--- src/design/eues_pkg.sv ---
`default_nettype none
package eues_pkg;
  localparam int CORDIC_ITERATIONS_DEF = 16;
  localparam int FRAC_BITS_DEF = 16;
  localparam int ATAN_ENTRIES = 30;
  localparam logic signed [35:0] PI_Q30 = 36'sd3373259426;
  localparam logic signed [35:0] HALF_PI_Q30 = 36'sd1686629713;
  localparam logic signed [35:0] TWO_PI_Q30 = 36'sd6746518852;
  localparam logic signed [35:0] GAIN_Q30 = 36'sd652032874;
  // 2^64 divided by the two pi constant above, rounded.
  localparam logic [31:0] INV_TWO_PI_Q64 = 32'd2734261102;

  localparam logic [2:0] REG_STEP_TIME = 3'd0;
  localparam logic [2:0] REG_INIT_X = 3'd1;
  localparam logic [2:0] REG_INIT_Y = 3'd2;
  localparam logic [2:0] REG_INIT_HD = 3'd3;
  localparam logic [2:0] REG_INIT_SP = 3'd4;
  localparam logic [2:0] REG_INIT_TR = 3'd5;

  typedef enum logic [3:0] {
    ST_IDLE, ST_LOAD, ST_REMAIN, ST_REDUCE, ST_FOLD, ST_CORDIC, ST_MUL1, ST_MUL2,
    ST_MUL3, ST_MUL4, ST_MUL5, ST_MUL6, ST_COMMIT, ST_OUT
  } state_t;

  typedef struct packed {
    logic load;
    logic remain;
    logic reduce;
    logic fold;
    logic cordic;
    logic [2:0] mul_step;
    logic mul_en;
    logic commit;
  } cmd_t;

  typedef struct packed {
    logic reduce_done;
  } stat_t;

  function automatic logic signed [35:0] atan_q30(input logic [4:0] i);
    logic signed [35:0] r;
    case (i)
      5'd0: r = 36'sd843314856;   5'd1: r = 36'sd497837829;
      5'd2: r = 36'sd263043836;   5'd3: r = 36'sd133525158;
      5'd4: r = 36'sd67021686;    5'd5: r = 36'sd33543515;
      5'd6: r = 36'sd16775850;    5'd7: r = 36'sd8388437;
      5'd8: r = 36'sd4194282;     5'd9: r = 36'sd2097149;
      5'd10: r = 36'sd1048575;    5'd11: r = 36'sd524287;
      5'd12: r = 36'sd262143;     5'd13: r = 36'sd131071;
      5'd14: r = 36'sd65535;      5'd15: r = 36'sd32767;
      5'd16: r = 36'sd16383;      5'd17: r = 36'sd8191;
      5'd18: r = 36'sd4095;       5'd19: r = 36'sd2047;
      5'd20: r = 36'sd1023;       5'd21: r = 36'sd511;
      5'd22: r = 36'sd255;        5'd23: r = 36'sd127;
      5'd24: r = 36'sd63;         5'd25: r = 36'sd31;
      5'd26: r = 36'sd15;         5'd27: r = 36'sd7;
      5'd28: r = 36'sd3;          5'd29: r = 36'sd1;
      default: r = '0;
    endcase
    return r;
  endfunction

  function automatic logic signed [31:0] sat32(input logic signed [33:0] v);
    if (v > 34'sd2147483647) return 32'sh7fffffff;
    if (v < -34'sd2147483648) return 32'sh80000000;
    return v[31:0];
  endfunction
endpackage
`default_nettype wire

--- src/design/eues_ctrl.sv ---
`default_nettype none
module eues_ctrl import eues_pkg::*; #(
  parameter int CORDIC_ITERATIONS = CORDIC_ITERATIONS_DEF
) (
  input  wire logic clk,
  input  wire logic rst_n,
  input  wire logic in_fire,
  input  wire logic out_fire,
  input  wire stat_t stat,
  output cmd_t cmd,
  output logic busy,
  output logic out_valid
);
  localparam int NIT = (CORDIC_ITERATIONS > ATAN_ENTRIES) ? ATAN_ENTRIES
                                                          : CORDIC_ITERATIONS;
  state_t state_r, state_nxt;
  logic [4:0] it_r, it_nxt;

  always_comb begin
    state_nxt = state_r;
    it_nxt = it_r;
    case (state_r)
      ST_IDLE: if (in_fire) state_nxt = ST_LOAD;
      ST_LOAD: state_nxt = ST_REMAIN;
      ST_REMAIN: state_nxt = ST_REDUCE;
      ST_REDUCE: if (stat.reduce_done) state_nxt = ST_FOLD;
      ST_FOLD: begin
        state_nxt = ST_CORDIC;
        it_nxt = '0;
      end
      ST_CORDIC: begin
        it_nxt = it_r + 5'd1;
        if (32'(it_r) == NIT - 1) state_nxt = ST_MUL1;
      end
      ST_MUL1: state_nxt = ST_MUL2;
      ST_MUL2: state_nxt = ST_MUL3;
      ST_MUL3: state_nxt = ST_MUL4;
      ST_MUL4: state_nxt = ST_MUL5;
      ST_MUL5: state_nxt = ST_MUL6;
      ST_MUL6: state_nxt = ST_COMMIT;
      ST_COMMIT: state_nxt = ST_OUT;
      ST_OUT: if (out_fire) state_nxt = ST_IDLE;
      default: state_nxt = ST_IDLE;
    endcase
  end

  always_comb begin
    cmd = '0;
    busy = (state_r != ST_IDLE);
    out_valid = (state_r == ST_OUT);
    case (state_r)
      ST_LOAD: cmd.load = 1'b1;
      ST_REMAIN: cmd.remain = 1'b1;
      ST_REDUCE: cmd.reduce = 1'b1;
      ST_FOLD: cmd.fold = 1'b1;
      ST_CORDIC: cmd.cordic = 1'b1;
      ST_MUL1: begin cmd.mul_en = 1'b1; cmd.mul_step = 3'd0; end
      ST_MUL2: begin cmd.mul_en = 1'b1; cmd.mul_step = 3'd1; end
      ST_MUL3: begin cmd.mul_en = 1'b1; cmd.mul_step = 3'd2; end
      ST_MUL4: begin cmd.mul_en = 1'b1; cmd.mul_step = 3'd3; end
      ST_MUL5: begin cmd.mul_en = 1'b1; cmd.mul_step = 3'd4; end
      ST_MUL6: begin cmd.mul_en = 1'b1; cmd.mul_step = 3'd5; end
      ST_COMMIT: cmd.commit = 1'b1;
      default: ;
    endcase
  end

  always_ff @(posedge clk) begin
    if (!rst_n) begin
      state_r <= ST_IDLE;
      it_r <= '0;
    end else begin
      state_r <= state_nxt;
      it_r <= it_nxt;
    end
  end
endmodule
`default_nettype wire

--- config.mk ---
export PLATFORM = sky130hd
export DESIGN_NAME = eues_ctrl
export DESIGN_NICKNAME = d
export VERILOG_FILES = /design/src/design/eues_pkg.sv /design/src/design/eues_ctrl.sv
export SDC_FILE = /design/constraint.sdc
export NUM_CORES = 1
export LEC_CHECK = 0
export BUFFER_PORTS_ARGS = -buffer_cell sky130_fd_sc_hd__buf_4
export CAP_MARGIN = 20
export CORE_AREA = 5 5 42 44
export DETAILED_ROUTE_END_ITERATION = 8
export DIE_AREA = 0 0 47 49
export PLACE_DENSITY = 0.8
export SLEW_MARGIN = 30
export SYNTH_ARGS = -nofsm -noshare
export SYNTH_HDL_FRONTEND = slang
export SYNTH_SLANG_ARGS = --single-unit
--- constraint.sdc ---
create_clock -name clk -period 1.9 [get_ports clk]
set_clock_uncertainty 0.2 [all_clocks]
set_input_delay 0.095 -clock clk [delete_from_list [all_inputs] [get_ports clk]]
set_output_delay 0.095 -clock clk [all_outputs]
set_load 0.1 [all_outputs]
* Word level (Yosys, flattened, before mapping) *
Cells that the tools add are included.

word-level totals
  output and inout port bits = 12
  bits of input ports = 5
  register bits = 9
  logic and storage cells = 38

operators by class
  reduce and logical (&&, ||, !) cells = 4
  multiplexer cells = 13
  $add $sub $neg = 1
  equal/unequal tests = 18

operator list
  cell                                                                    number
  4-bit one-hot mux with 14 select lines                                  1
  4-bit equality test (second input constant)                             6
  4-bit one-hot mux with 6 select lines                                   1
  4-bit by 3-bit equality test with 1-bit output (second input constant)  4
  4-bit 2-to-1 mux                                                        4
  5-bit one-hot mux with 2 select lines                                   1
  4-bit by 2-bit equality test with 1-bit output (second input constant)  2
  2-bit != test (second input constant)                                   4
  1-bit 2-to-1 mux                                                        6
  5-bit by 1-bit adder with 5-bit output (second input constant)          1
  5-bit by 4-bit equality test with 1-bit output (second input constant)  1
  4-bit by 1-bit equality test with 1-bit output (second input constant)  1
  4-bit zero test                                                         1
  4-bit AND reduction                                                     1
  4-bit nonzero test                                                      1
  2-bit nonzero test                                                      1

* Depth between registers and ports, before layout *
Gate-level depths: netlist of the first run.

  word-level depth = 3
  mapped depth = 6
  mapped depth without buffers = 6

* Least setup slack after synthesis of the first run *
No wires, ideal clock.

  kind = reg2out
  start point = reg state_r[1]
  end point = out cmd[8] in the netlist's numbering
  required time = 1.605 ns
  path slack = -2.287 ns
  arrival = 3.892 ns
  buffers on the path = 2
  cell stages (with the launch flop) = 4
  path through = dfxtp_1 -> buf_2 -> buf_1 -> nor4b_1

RTL lines
  item                    line             text
  start, declared         eues_ctrl.sv:16  state_t state_r, state_nxt;
  start signal, assigned  eues_ctrl.sv:73  state_r <= state_nxt;
  end, declared           eues_ctrl.sv:10  output cmd_t cmd,

* Worst setup path in the final report of the first run *
  start point = reg state_r[3]
  end point = out busy

on the way
  word-level cells in the longest chain between the ends = 1

RTL lines
  item                line             text
  4-bit nonzero test  eues_ctrl.sv:49  busy = (state_r != ST_IDLE);
  end, declared       eues_ctrl.sv:11  output logic busy,

Every way passes these cells.

==> results of run 1 <==
## kinds of logic (layout without fill, tap and decap cells)
group	after synthesis	in the layout	share of synthesized area, %
AND/OR/NAND/NOR	35	35	34.1
flip-flops	9	9	29.9
buffers and inverters	10	32	6.65
adder cells (fa/ha/maj)	2	2	4.16
multiplexers	1	1	1.66
AO/OA/AOI/OAI	23	23	23.5
## timing repair
action                     4_1_cts  5_1_grt
resized for setup                2        2
setup endpoints to repair        4        1
hold buffers                     3        0
pin swaps                        0        0
hold endpoints to repair         3        0
## layout make-up
cell class	instances	area, um^2	area share (%)
Tap cell	16	20.0	2.26
Sequential cell	9	185	20.9
Inverter	4	15.0	1.69
Clock buffer	4	26.3	2.96
Multi-Input combinational cell	61	453	51.1
Timing Repair Buffer	24	188	21.2
## synth_stat cells (all sizes together), types with 2 or more instances
library cell,instances,share of area (%)
inv,4,2.5
or4,2,2.5
a31oi,2,2.1
clkbuf,2,1.2
dfxtp,9,30
nand3,3,2.5
a21o,2,2.5
and2,3,3.1
nand3b,2,2.5
nor3,4,3.3
o21ai,4,3.3
nand2,5,3.1
nor2,5,3.1
ha,2,4.2
a21oi,9,7.5
nor2b,4,4.2
buf,4,2.9
## per-layer routing
metal	vias to the layer above	wire length (um)	share of wire (%)
li1	336	-	-
met1	305	644	44
met2	14	727	49
met3	5	72	4.9
met4	0	29	2.0
met5	-	0	0
## critical path, delay by kind of cell (launching register included)
kind,cells,cell delay (ns)
and+or+nand+nor,1,0.55
DFF,1,0.37
buffers and inverters,1,0.25
## registers in the layout (all words and copies together), names as in the netlist
register / flops
it_r: 5
state_r: 4
## metrics by stage
stage	util [%]	power [mW]	hold WS [ns]	TNS [ns]
6_report	63.3	0.597	0.0446	0
2_1_floorplan	-	0.402	0.0367	-0.263
3_5_place_dp	58.9	0.448	0.180	0
5_1_grt	63.3	0.628	0.0713	0
3_3_place_gp	58.9	0.446	0.169	0
4_1_cts	63.1	0.601	0.0458	0
## power groups by stage
| stage | clock network, mW | logic (mW) | registers (mW) |
|---|---|---|---|
| finish | 0.148 | 0.222 | 0.227 |
| CTS | 0.151 | 0.224 | 0.227 |
| floorplan | 0 | 0.198 | 0.204 |
| global route | 0.162 | 0.235 | 0.231 |
| detailed placement | 0 | 0.219 | 0.230 |
| global placement | 0 | 0.216 | 0.230 |
## final timing paths
kind / end / slack [ns] / cells after the start
setup / recovery: busy / 0.16 / 2
hold / removal: state_r[0] / 0.04 / 4
setup reg to reg: state_r[1] / 0.24 / 6
hold reg to reg: it_r[4] / 0.25 / 2
==> results.toml, run 1 <==
[synthesis]
synth_top_flop_cell = "dfxtp_1"
synth-edff-count = 0
asyncSetResetFlopFracSynth_pct = 0
yosysWarnings = 0
synth_fp_nets = 87
synth-seq-cells = 9
syn-cell-area_um2 = 602
syn_inst = 80
postSynthAreaPerCell_um2 = 7.52
register_area_share_after_synthesis_pct = 29.9
synth.distinct_cells = 33

[job]
maxCapViolations = 0

[clock_network]
cts_buffers = 3
clock_latency_on_the_worst_skew_pair_ns = 0.26
cts_tree = "built"
h-tree-depth = 1
post-cts-setup-buffers = 0
cts_sinks = 9
cts_root_buf = "clkbuf_4"
clock_path_buffers = 2
clk_transition_reported_paths_ns = 0.06

[global_route]
first_pass_grt_wire_length_mm = 2.33
global_route.overflow_total = 0
via_count_of_the_first_global_routing_pass = 552
grt_use_met2_pct = 20.8
grt_busiest_layer = "met2"
grt_usage_pct = 13.5
grt_max_degree = 20
use_met3_pct = 2.21
use_met1_pct = 17.3
antenna_found_initial = 0

[worst_setup_path]
worst_setup_end_kind = "primary output"
path_cells = "or4_1 -> buf_4"
crit_path_start_kind = "flip-flop"
setup.worst_path.class = "reg2out"
cp_slowest_stage_delay_ns = 0.55
crit_start = "state_r[3]"
worst-path-max-fanout = 12
critical_path.reg2reg.startpoint = "it_r[0]"
critPathSlowestCell = "or4_1"
crit_required_ns = 1.60
cp_data_arrival_time_ns = 1.44

[final_layout]
layout_common_cells = "buf_4, a21oi_1, nand2_1, dfxtp_1"
layout-area-overhead-vs-synth_pct = 47.4
post_layout_nonfiller_instances = 118
layout-drive-gt1-share_pct = 36.3
num_antenna_cells = 0
number_of_filler_cells_placed_in_the_layout = 125
finalInstanceArea_um2 = 887
finish.net_count = 110
mostFrequentLayoutCell = "buf_4"

[placed_design]
detailed_place.area_um2 = 826
numPlacedInstances = 111
dp_hpwl_mm = 1.09
dp_worst_setup_slack_ns = 0.233
io_buffer_count = 16
finalWeightedCongestion = 0.819

[detailed_routing]
vias_per_cell = 5.59
drtIter0Drc = 6
wl_mm = 1.47
detailedRoute.firstPassIterationCount = 4
drt.antenna.violating_nets = 0
drcViolationCount = 0
routed_wire_length_per_instance_um = 12.5
via_count = 660

[power_and_ir_drop]
worst_ir_drop_vdd_mv = 0.500
switch_pwr_uw = 251
power.internal_uw = 347
sequential_fraction_of_design_power_pct = 38.1
p_leak_nw = 0.353
comb_power_share_pct = 37.2
cellPowerDensity_nw_per_um2 = 673
switching_share_pct = 41.9
clock_power_share_pct = 24.7

[worst_hold_path]
source_of_the_worst_hold_timing_path = "out_fire"
min_path_type = "in2reg"

[sta]
drv_slew = 0
period_minus_slack_ns = 1.74
timing_hold_violations_final = 0
final_critical_path_setup_slack_ns = 0.161
layout_worst_path_cycle_share_pct = 91.5
setup_repair_after_global_routing_missed_its_margin = "no"
timing.final.setup_violations = 0
fmax_ghz = 0.575
worst_max_slew_pin_slew_ns = 0.384
relSlewSlack_pct = 74.4

[die]
initial_standard_cell_utilization_of_the_core_pct = 42.9
floorplan.core_area_um2 = 1400
std_cell_rows = 14
floorplan.die_area_um2 = 2300
die_height_um = 49
die-width_um = 47
io-pin-count = 17

[status]
status = "finished clean"
Note: power is estimated with default switching activity, not from simulation.
==> run 2, diff against run 1 <==
--- a/config.mk
+++ b/config.mk
@@ -10,6 +10,7 @@
 export CORE_AREA = 5 5 42 44
 export DETAILED_ROUTE_END_ITERATION = 8
 export DIE_AREA = 0 0 47 49
+export HOLD_SLACK_MARGIN = 0.06
 export PLACE_DENSITY = 0.8
 export SLEW_MARGIN = 30
 export SYNTH_ARGS = -nofsm -noshare
==> run 2 against run 1 <==
  * Wire length up 1.8%
  * Final area up 1.1%
  * Sequential power about the same
  * Total power up 0.38%
  * Via count up 2.0%
  * Largest power group unchanged
==> results.toml, run 2 (synthesis gave the netlist of run 1 again) <==
[final_layout]
top_regs = "it_r x5, state_r x4"
finish.net_count = 111
largest-register = "it_r"
ff_latch_area_um2 = 185
flip_flop_count_of_the_largest_register_after_layout = 5
multi_input_area_um2 = 453
mostFrequentLayoutCell = "buf_4"
number_of_filler_cells_placed_in_the_layout = 125
layout-drive-gt1-share_pct = 35.9
layout-area-overhead-vs-synth_pct = 49.1
finalInstanceArea_um2 = 897
num_antenna_cells = 0
layout_common_cells = "buf_4, a21oi_1, nand2_1, dfxtp_1"

[die]
std_cell_rows = 14
floorplan.core_area_um2 = 1400
initial_standard_cell_utilization_of_the_core_pct = 42.9
io-pin-count = 17
die_height_um = 49
floorplan.die_area_um2 = 2300
die-width_um = 47

[sta]
layout_worst_path_cycle_share_pct = 91.6
period_minus_slack_ns = 1.74
setup_repair_after_global_routing_missed_its_margin = "no"
relSlewSlack_pct = 74.4
timing_hold_violations_final = 0
timing.final.setup_violations = 0
worst_max_slew_pin_slew_ns = 0.384
drv_slew = 0
final.setup.tns_ns = 0
fmax_ghz = 0.575

[global_route]
grt_usage_pct = 13.8
global_route.overflow_total = 0
grt_max_degree = 20
via_count_of_the_first_global_routing_pass = 560
antenna_found_initial = 0
first_pass_grt_wire_length_mm = 2.37

[clock_network]
post-cts-setup-buffers = 0
cts_buffers = 3
cts_tree = "built"
cts_sinks = 9
clk_transition_reported_paths_ns = 0.06
cts_root_buf = "clkbuf_4"
clock_latency_on_the_worst_skew_pair_ns = 0.26
h-tree-depth = 1
clock_path_buffers = 2

[worst_setup_path]
critPathSlowestCell = "or4_1"
crit_required_ns = 1.60
cp_slowest_stage_delay_ns = 0.52
path_cells = "or4_1 -> buf_4"
cp_data_arrival_time_ns = 1.44
crit_path_start_kind = "flip-flop"
worst_setup_end_kind = "primary output"
worst-path-max-fanout = 18
path_buf_inv = 1
setup.worst_path.class = "reg2out"
critical_path.top_delay_family = "simple AND/OR/NAND/NOR gates"

[placed_design]
detailed_place.area_um2 = 826
io_buffer_count = 16
finalWeightedCongestion = 0.819
dp_hpwl_mm = 1.09

[detailed_routing]
routed_wire_length_per_instance_um = 12.6
wl_mm = 1.50
via_count = 673
drt.antenna.violating_nets = 0
detailedRoute.firstPassIterationCount = 4
vias_per_cell = 5.66
drcViolationCount = 0
drtIter0Drc = 6

[power_and_ir_drop]
comb_power_share_pct = 37.4
sequential_fraction_of_design_power_pct = 38.0
clock_power_share_pct = 24.6
worst_ir_drop_vdd_mv = 0.500
switching_share_pct = 41.9
power.internal_uw = 348
switch_pwr_uw = 251
p_leak_nw = 0.357
cellPowerDensity_nw_per_um2 = 668

[job]
maxCapViolations = 0

[status]
status = "finished clean"

[worst_hold_path]
min_path_type = "reg2reg"
[run 2: cell count changes in the layout (fill, tap and decap cells not counted), sizes merged]
cell / delta
dlygate4sd3: +1
[run 2: tightest hold or removal path, cell delays in order (launching register included)]
cell     delay, ns
dfxtp_1       0.31
nand2_1       0.05
a21oi_1       0.05
[run 2: area by class of cell]
cell class | count | share of cell area (%)
multi-input cells | 61 | 50.5
clock buffers | 4 | 2.93
well taps | 16 | 2.23
repair buffers | 25 | 22.0
inverters | 4 | 1.67
flip-flops and latches | 9 | 20.6
[run 2: final timing paths]
path,start,endpoint,slack [ns],cells after the start
worst max-delay path,state_r[0],busy,0.16,2
worst min-delay path,it_r[4],it_r[4],0.25,2
worst max register to register,it_r[0],state_r[1],0.24,6
worst min register to register,it_r[4],it_r[4],0.25,2
[run 2: per-layer routing]
| metal | wire length [um] | GRT usage [%] | part of all wire, % |
|---|---|---|---|
| met5 | 0 | 0 | 0 |
| met4 | 29 | 6.91 | 1.9 |
| met3 | 74 | 2.21 | 4.9 |
| met2 | 738 | 21.7 | 49 |
| met1 | 658 | 17.3 | 44 |
[run 2: power by group through the flow]
stage,combinational [mW],sequential (mW),clock (mW)
final,0.224,0.228,0.148
after global routing,0.237,0.231,0.162
after CTS,0.226,0.227,0.151
after detailed placement,0.219,0.230,0
after global placement,0.216,0.230,0
after floorplan,0.198,0.204,0
[run 2: metrics by stage]
step                util, %  total power [mW]  setup WS (ns)  hold slack, ns  instances
detailed placement     58.9             0.448          0.233           0.180        111
floorplan                 -             0.402         -0.165          0.0367         80
CTS                    63.8             0.603         0.0605           0.253        119
global placement       58.9             0.446          0.216           0.169        111
global route           64.0             0.630          0.101           0.301        119
finish                 64.0             0.600          0.160           0.252        119
[run 2: repair_timing]
action / 4_1_cts / 5_1_grt
hold endpoints to repair: 8 / 0
gates resized for setup: 2 / 2
setup endpoints to repair: 4 / 1
hold buffers: 4 / 0
gates cloned: 0 / 0
pin swaps: 0 / 0
==> run 3, diff against run 2 <==
--- a/config.mk
+++ b/config.mk
@@ -5,13 +5,14 @@
 export SDC_FILE = /design/constraint.sdc
 export NUM_CORES = 1
 export LEC_CHECK = 0
+export ABC_AREA = 1
 export BUFFER_PORTS_ARGS = -buffer_cell sky130_fd_sc_hd__buf_4
 export CAP_MARGIN = 20
 export CORE_AREA = 5 5 42 44
 export DETAILED_ROUTE_END_ITERATION = 8
 export DIE_AREA = 0 0 47 49
 export HOLD_SLACK_MARGIN = 0.06
-export PLACE_DENSITY = 0.8
+export PLACE_DENSITY = 0.81
 export SLEW_MARGIN = 30
 export SYNTH_ARGS = -nofsm -noshare
 export SYNTH_HDL_FRONTEND = slang
==> run 3 against run 2 <==
  * Total power increased by 38%
  * Flip-flop and latch count unchanged
  * Largest cell class unchanged
  * Utilization is 2.6 points lower
  * Clock power is essentially flat
  * Final cell count grew 13%
  * Die area unchanged
  * Critical path depth is 3 higher
  * First-iteration DRC count grew 17%
==> results.toml, run 3 <==
[final_layout]
top_regs = "it_r x5, state_r x4"
layout_common_cells = "nand2_1, inv_1, buf_4"
num_antenna_cells = 0
mostFrequentLayoutCell = "nand2_1"
layout-drive-gt1-share_pct = 37.3
layout-area-overhead-vs-synth_pct = 40.7
finish.net_count = 126
finalInstanceArea_um2 = 861
flip_flop_count_of_the_largest_register_after_layout = 5
post_layout_nonfiller_instances = 134
largest-register = "it_r"

[clock_network]
post-cts-setup-buffers = 0
cts_sinks = 9
clk_transition_reported_paths_ns = 0.06
clock_path_buffers = 2
clock_latency_on_the_worst_skew_pair_ns = 0.26
cts_tree = "built"
cts_root_buf = "clkbuf_4"
cts_buffers = 3
h-tree-depth = 1

[job]
maxCapViolations = 0

[worst_setup_path]
path_buf_inv = 3
cp_data_arrival_time_ns = 1.49
worst-path-max-fanout = 7
critPathSlowestCell = "dfxtp_2"
critical_path.top_delay_family = "buffers and inverters"
worst_r2r_path_depth = 11
path_cells = "nor2_1 -> inv_1 -> o211ai_1 -> inv_1 -> buf_6"
cp_num_cells = 5
critical-path-top-cell-by-count = "inv_1"
worst_setup_end_kind = "primary output"
crit_required_ns = 1.60
crit_path_start_kind = "flip-flop"
cp_slowest_stage_delay_ns = 0.36
setup.worst_path.class = "reg2out"

[status]
status = "finished clean"

[die]
std_cell_rows = 14
die_height_um = 49
io-pin-count = 17
floorplan.die_area_um2 = 2300
die-width_um = 47
initial_standard_cell_utilization_of_the_core_pct = 43.7
floorplan.core_area_um2 = 1400

[sta]
period_minus_slack_ns = 1.79
relSlewSlack_pct = 81.6
setup_repair_after_global_routing_missed_its_margin = "no"
final.setup.tns_ns = 0
timing_hold_violations_final = 0
layout_worst_path_cycle_share_pct = 94.0
worst_max_slew_pin_slew_ns = 0.274
drv_slew = 0
timing.final.setup_violations = 0
fmax_ghz = 0.560

[power_and_ir_drop]
worst_ir_drop_vdd_mv = 0.598
total_power_uw = 828
p_leak_nw = 0.436
cellPowerDensity_nw_per_um2 = 962

[detailed_routing]
drtIter0Drc = 7
detailedRoute.firstPassIterationCount = 3
drcViolationCount = 0
routed_wire_length_per_instance_um = 10.6
vias_per_cell = 4.88
drt.antenna.violating_nets = 0
wl_mm = 1.42
via_count = 654

[placed_design]
detailed_place.area_um2 = 792
io_buffer_count = 16
dp_hpwl_mm = 1.15
finalWeightedCongestion = 0.871
numPlacedInstances = 127

[synthesis]
syn_inst = 93
synth_top_area_cell = "dfxtp_1"
netlist_top_cells_count = "nand2_1, inv_1, nor2_1"
post-synth-top-area-fraction_pct = 29.4
syn-cell-area_um2 = 612
synth.distinct_cells = 24
postSynthAreaPerCell_um2 = 6.58
asyncSetResetFlopFracSynth_pct = 0
synth-edff-count = 0
synth_fp_nets = 100
synth_top_flop_cell = "dfxtp_1"
synth-seq-cells = 9
cell_types_occupying_the_most_area_after_synthesis = "dfxtp_1, nand2_1, inv_1"
yosysWarnings = 0
yosys.cell_count.top_type = "nand2_1"
register_area_share_after_synthesis_pct = 29.4

[global_route]
via_count_of_the_first_global_routing_pass = 589
grt_usage_pct = 13.6
first_pass_grt_wire_length_mm = 2.37
antenna_found_initial = 0
global_route.overflow_total = 0
grt_max_degree = 8

[worst_hold_path]
min_path_type = "in2reg"
min_delay_path_depth = 5
-- run 3: cell types whose count changed after synthesis, moves of 3 or more --
cell / before / now
nor2_1: 5 / 15
inv_1: 4 / 16
and2_1: 3 / 0
nor2b_1: 4 / 0
nand2_1: 5 / 18
inv_2: 0 / 3
a21oi_1: 9 / 5
-- run 3: cell type report --
type / instances / area (um^2)
clock buffer: 4 / 26.3
sequential: 9 / 181
fill: 137 / 541
tap: 16 / 20.0
inverter: 19 / 71.3
timing repair buffer: 21 / 176
multi-input combinational: 65 / 385
-- run 3: where the power goes --
part | switching [mW] | internal, mW
Combinational | 0.350 | 0.107
Sequential | 0.0223 | 0.204
Clock | 0.0648 | 0.0808
Total | 0.437 | 0.391
-- run 3: worst register-to-register path, cell delays in order (launching register included) --
cell and delay, ns:
dfxtp_1 0.37, ha_1 0.18, inv_1 0.06, nor3_1 0.14, ha_1 0.17, inv_1 0.04
nand3_1 0.06, nand2_1 0.08, nor2_4 0.13, nand2_1 0.07, nand2_1 0.06, nor2_1 0.03
-- run 3: what timing repair did --
item,4_1_cts,5_1_grt
endpoints found under the hold margin,9,0
endpoints found under the setup margin,0,3
hold buffers,3,0
gates resized for setup,0,4
-- run 3: path summary, 6_finish.rpt --
check             start          to  slack, ns
max          state_r[3]      cmd[1]       0.11
min                stat  state_r[0]       0.13
max reg2reg     it_r[1]  state_r[1]       0.21
min reg2reg     it_r[4]     it_r[4]       0.27
-- run 3: layer usage --
layer	vias to the layer above	track usage, %	share of wire, %
li1	345	-	-
met1	294	16.4	43
met2	13	22.6	49
met3	2	2.58	5.9
met4	0	5.53	1.8
met5	-	0	0
-- run 3: kinds of logic (layout without fill, tap and decap cells) --
kind of cell,after synthesis,count (layout),synth area share (%)
AND/OR/NAND/NOR,48,48,39.1
buffers and inverters,19,44,11.7
AO/OA/AOI/OAI,15,15,15.7
flip-flops,9,9,29.4
adder cells (fa/ha/maj),2,2,4.09
-- run 3: per-stage QoR --
step / worst slack [ns] / hold WS [ns] / utilization (%)
after floorplan: -0.286 / 0.00602 / -
after global placement: 0.270 / 0.165 / 56.5
after detailed placement: 0.209 / 0.177 / 56.5
after CTS: 0.00469 / 0.124 / 60.5
after global routing: 0.0184 / 0.166 / 61.4
final: 0.115 / 0.135 / 61.4
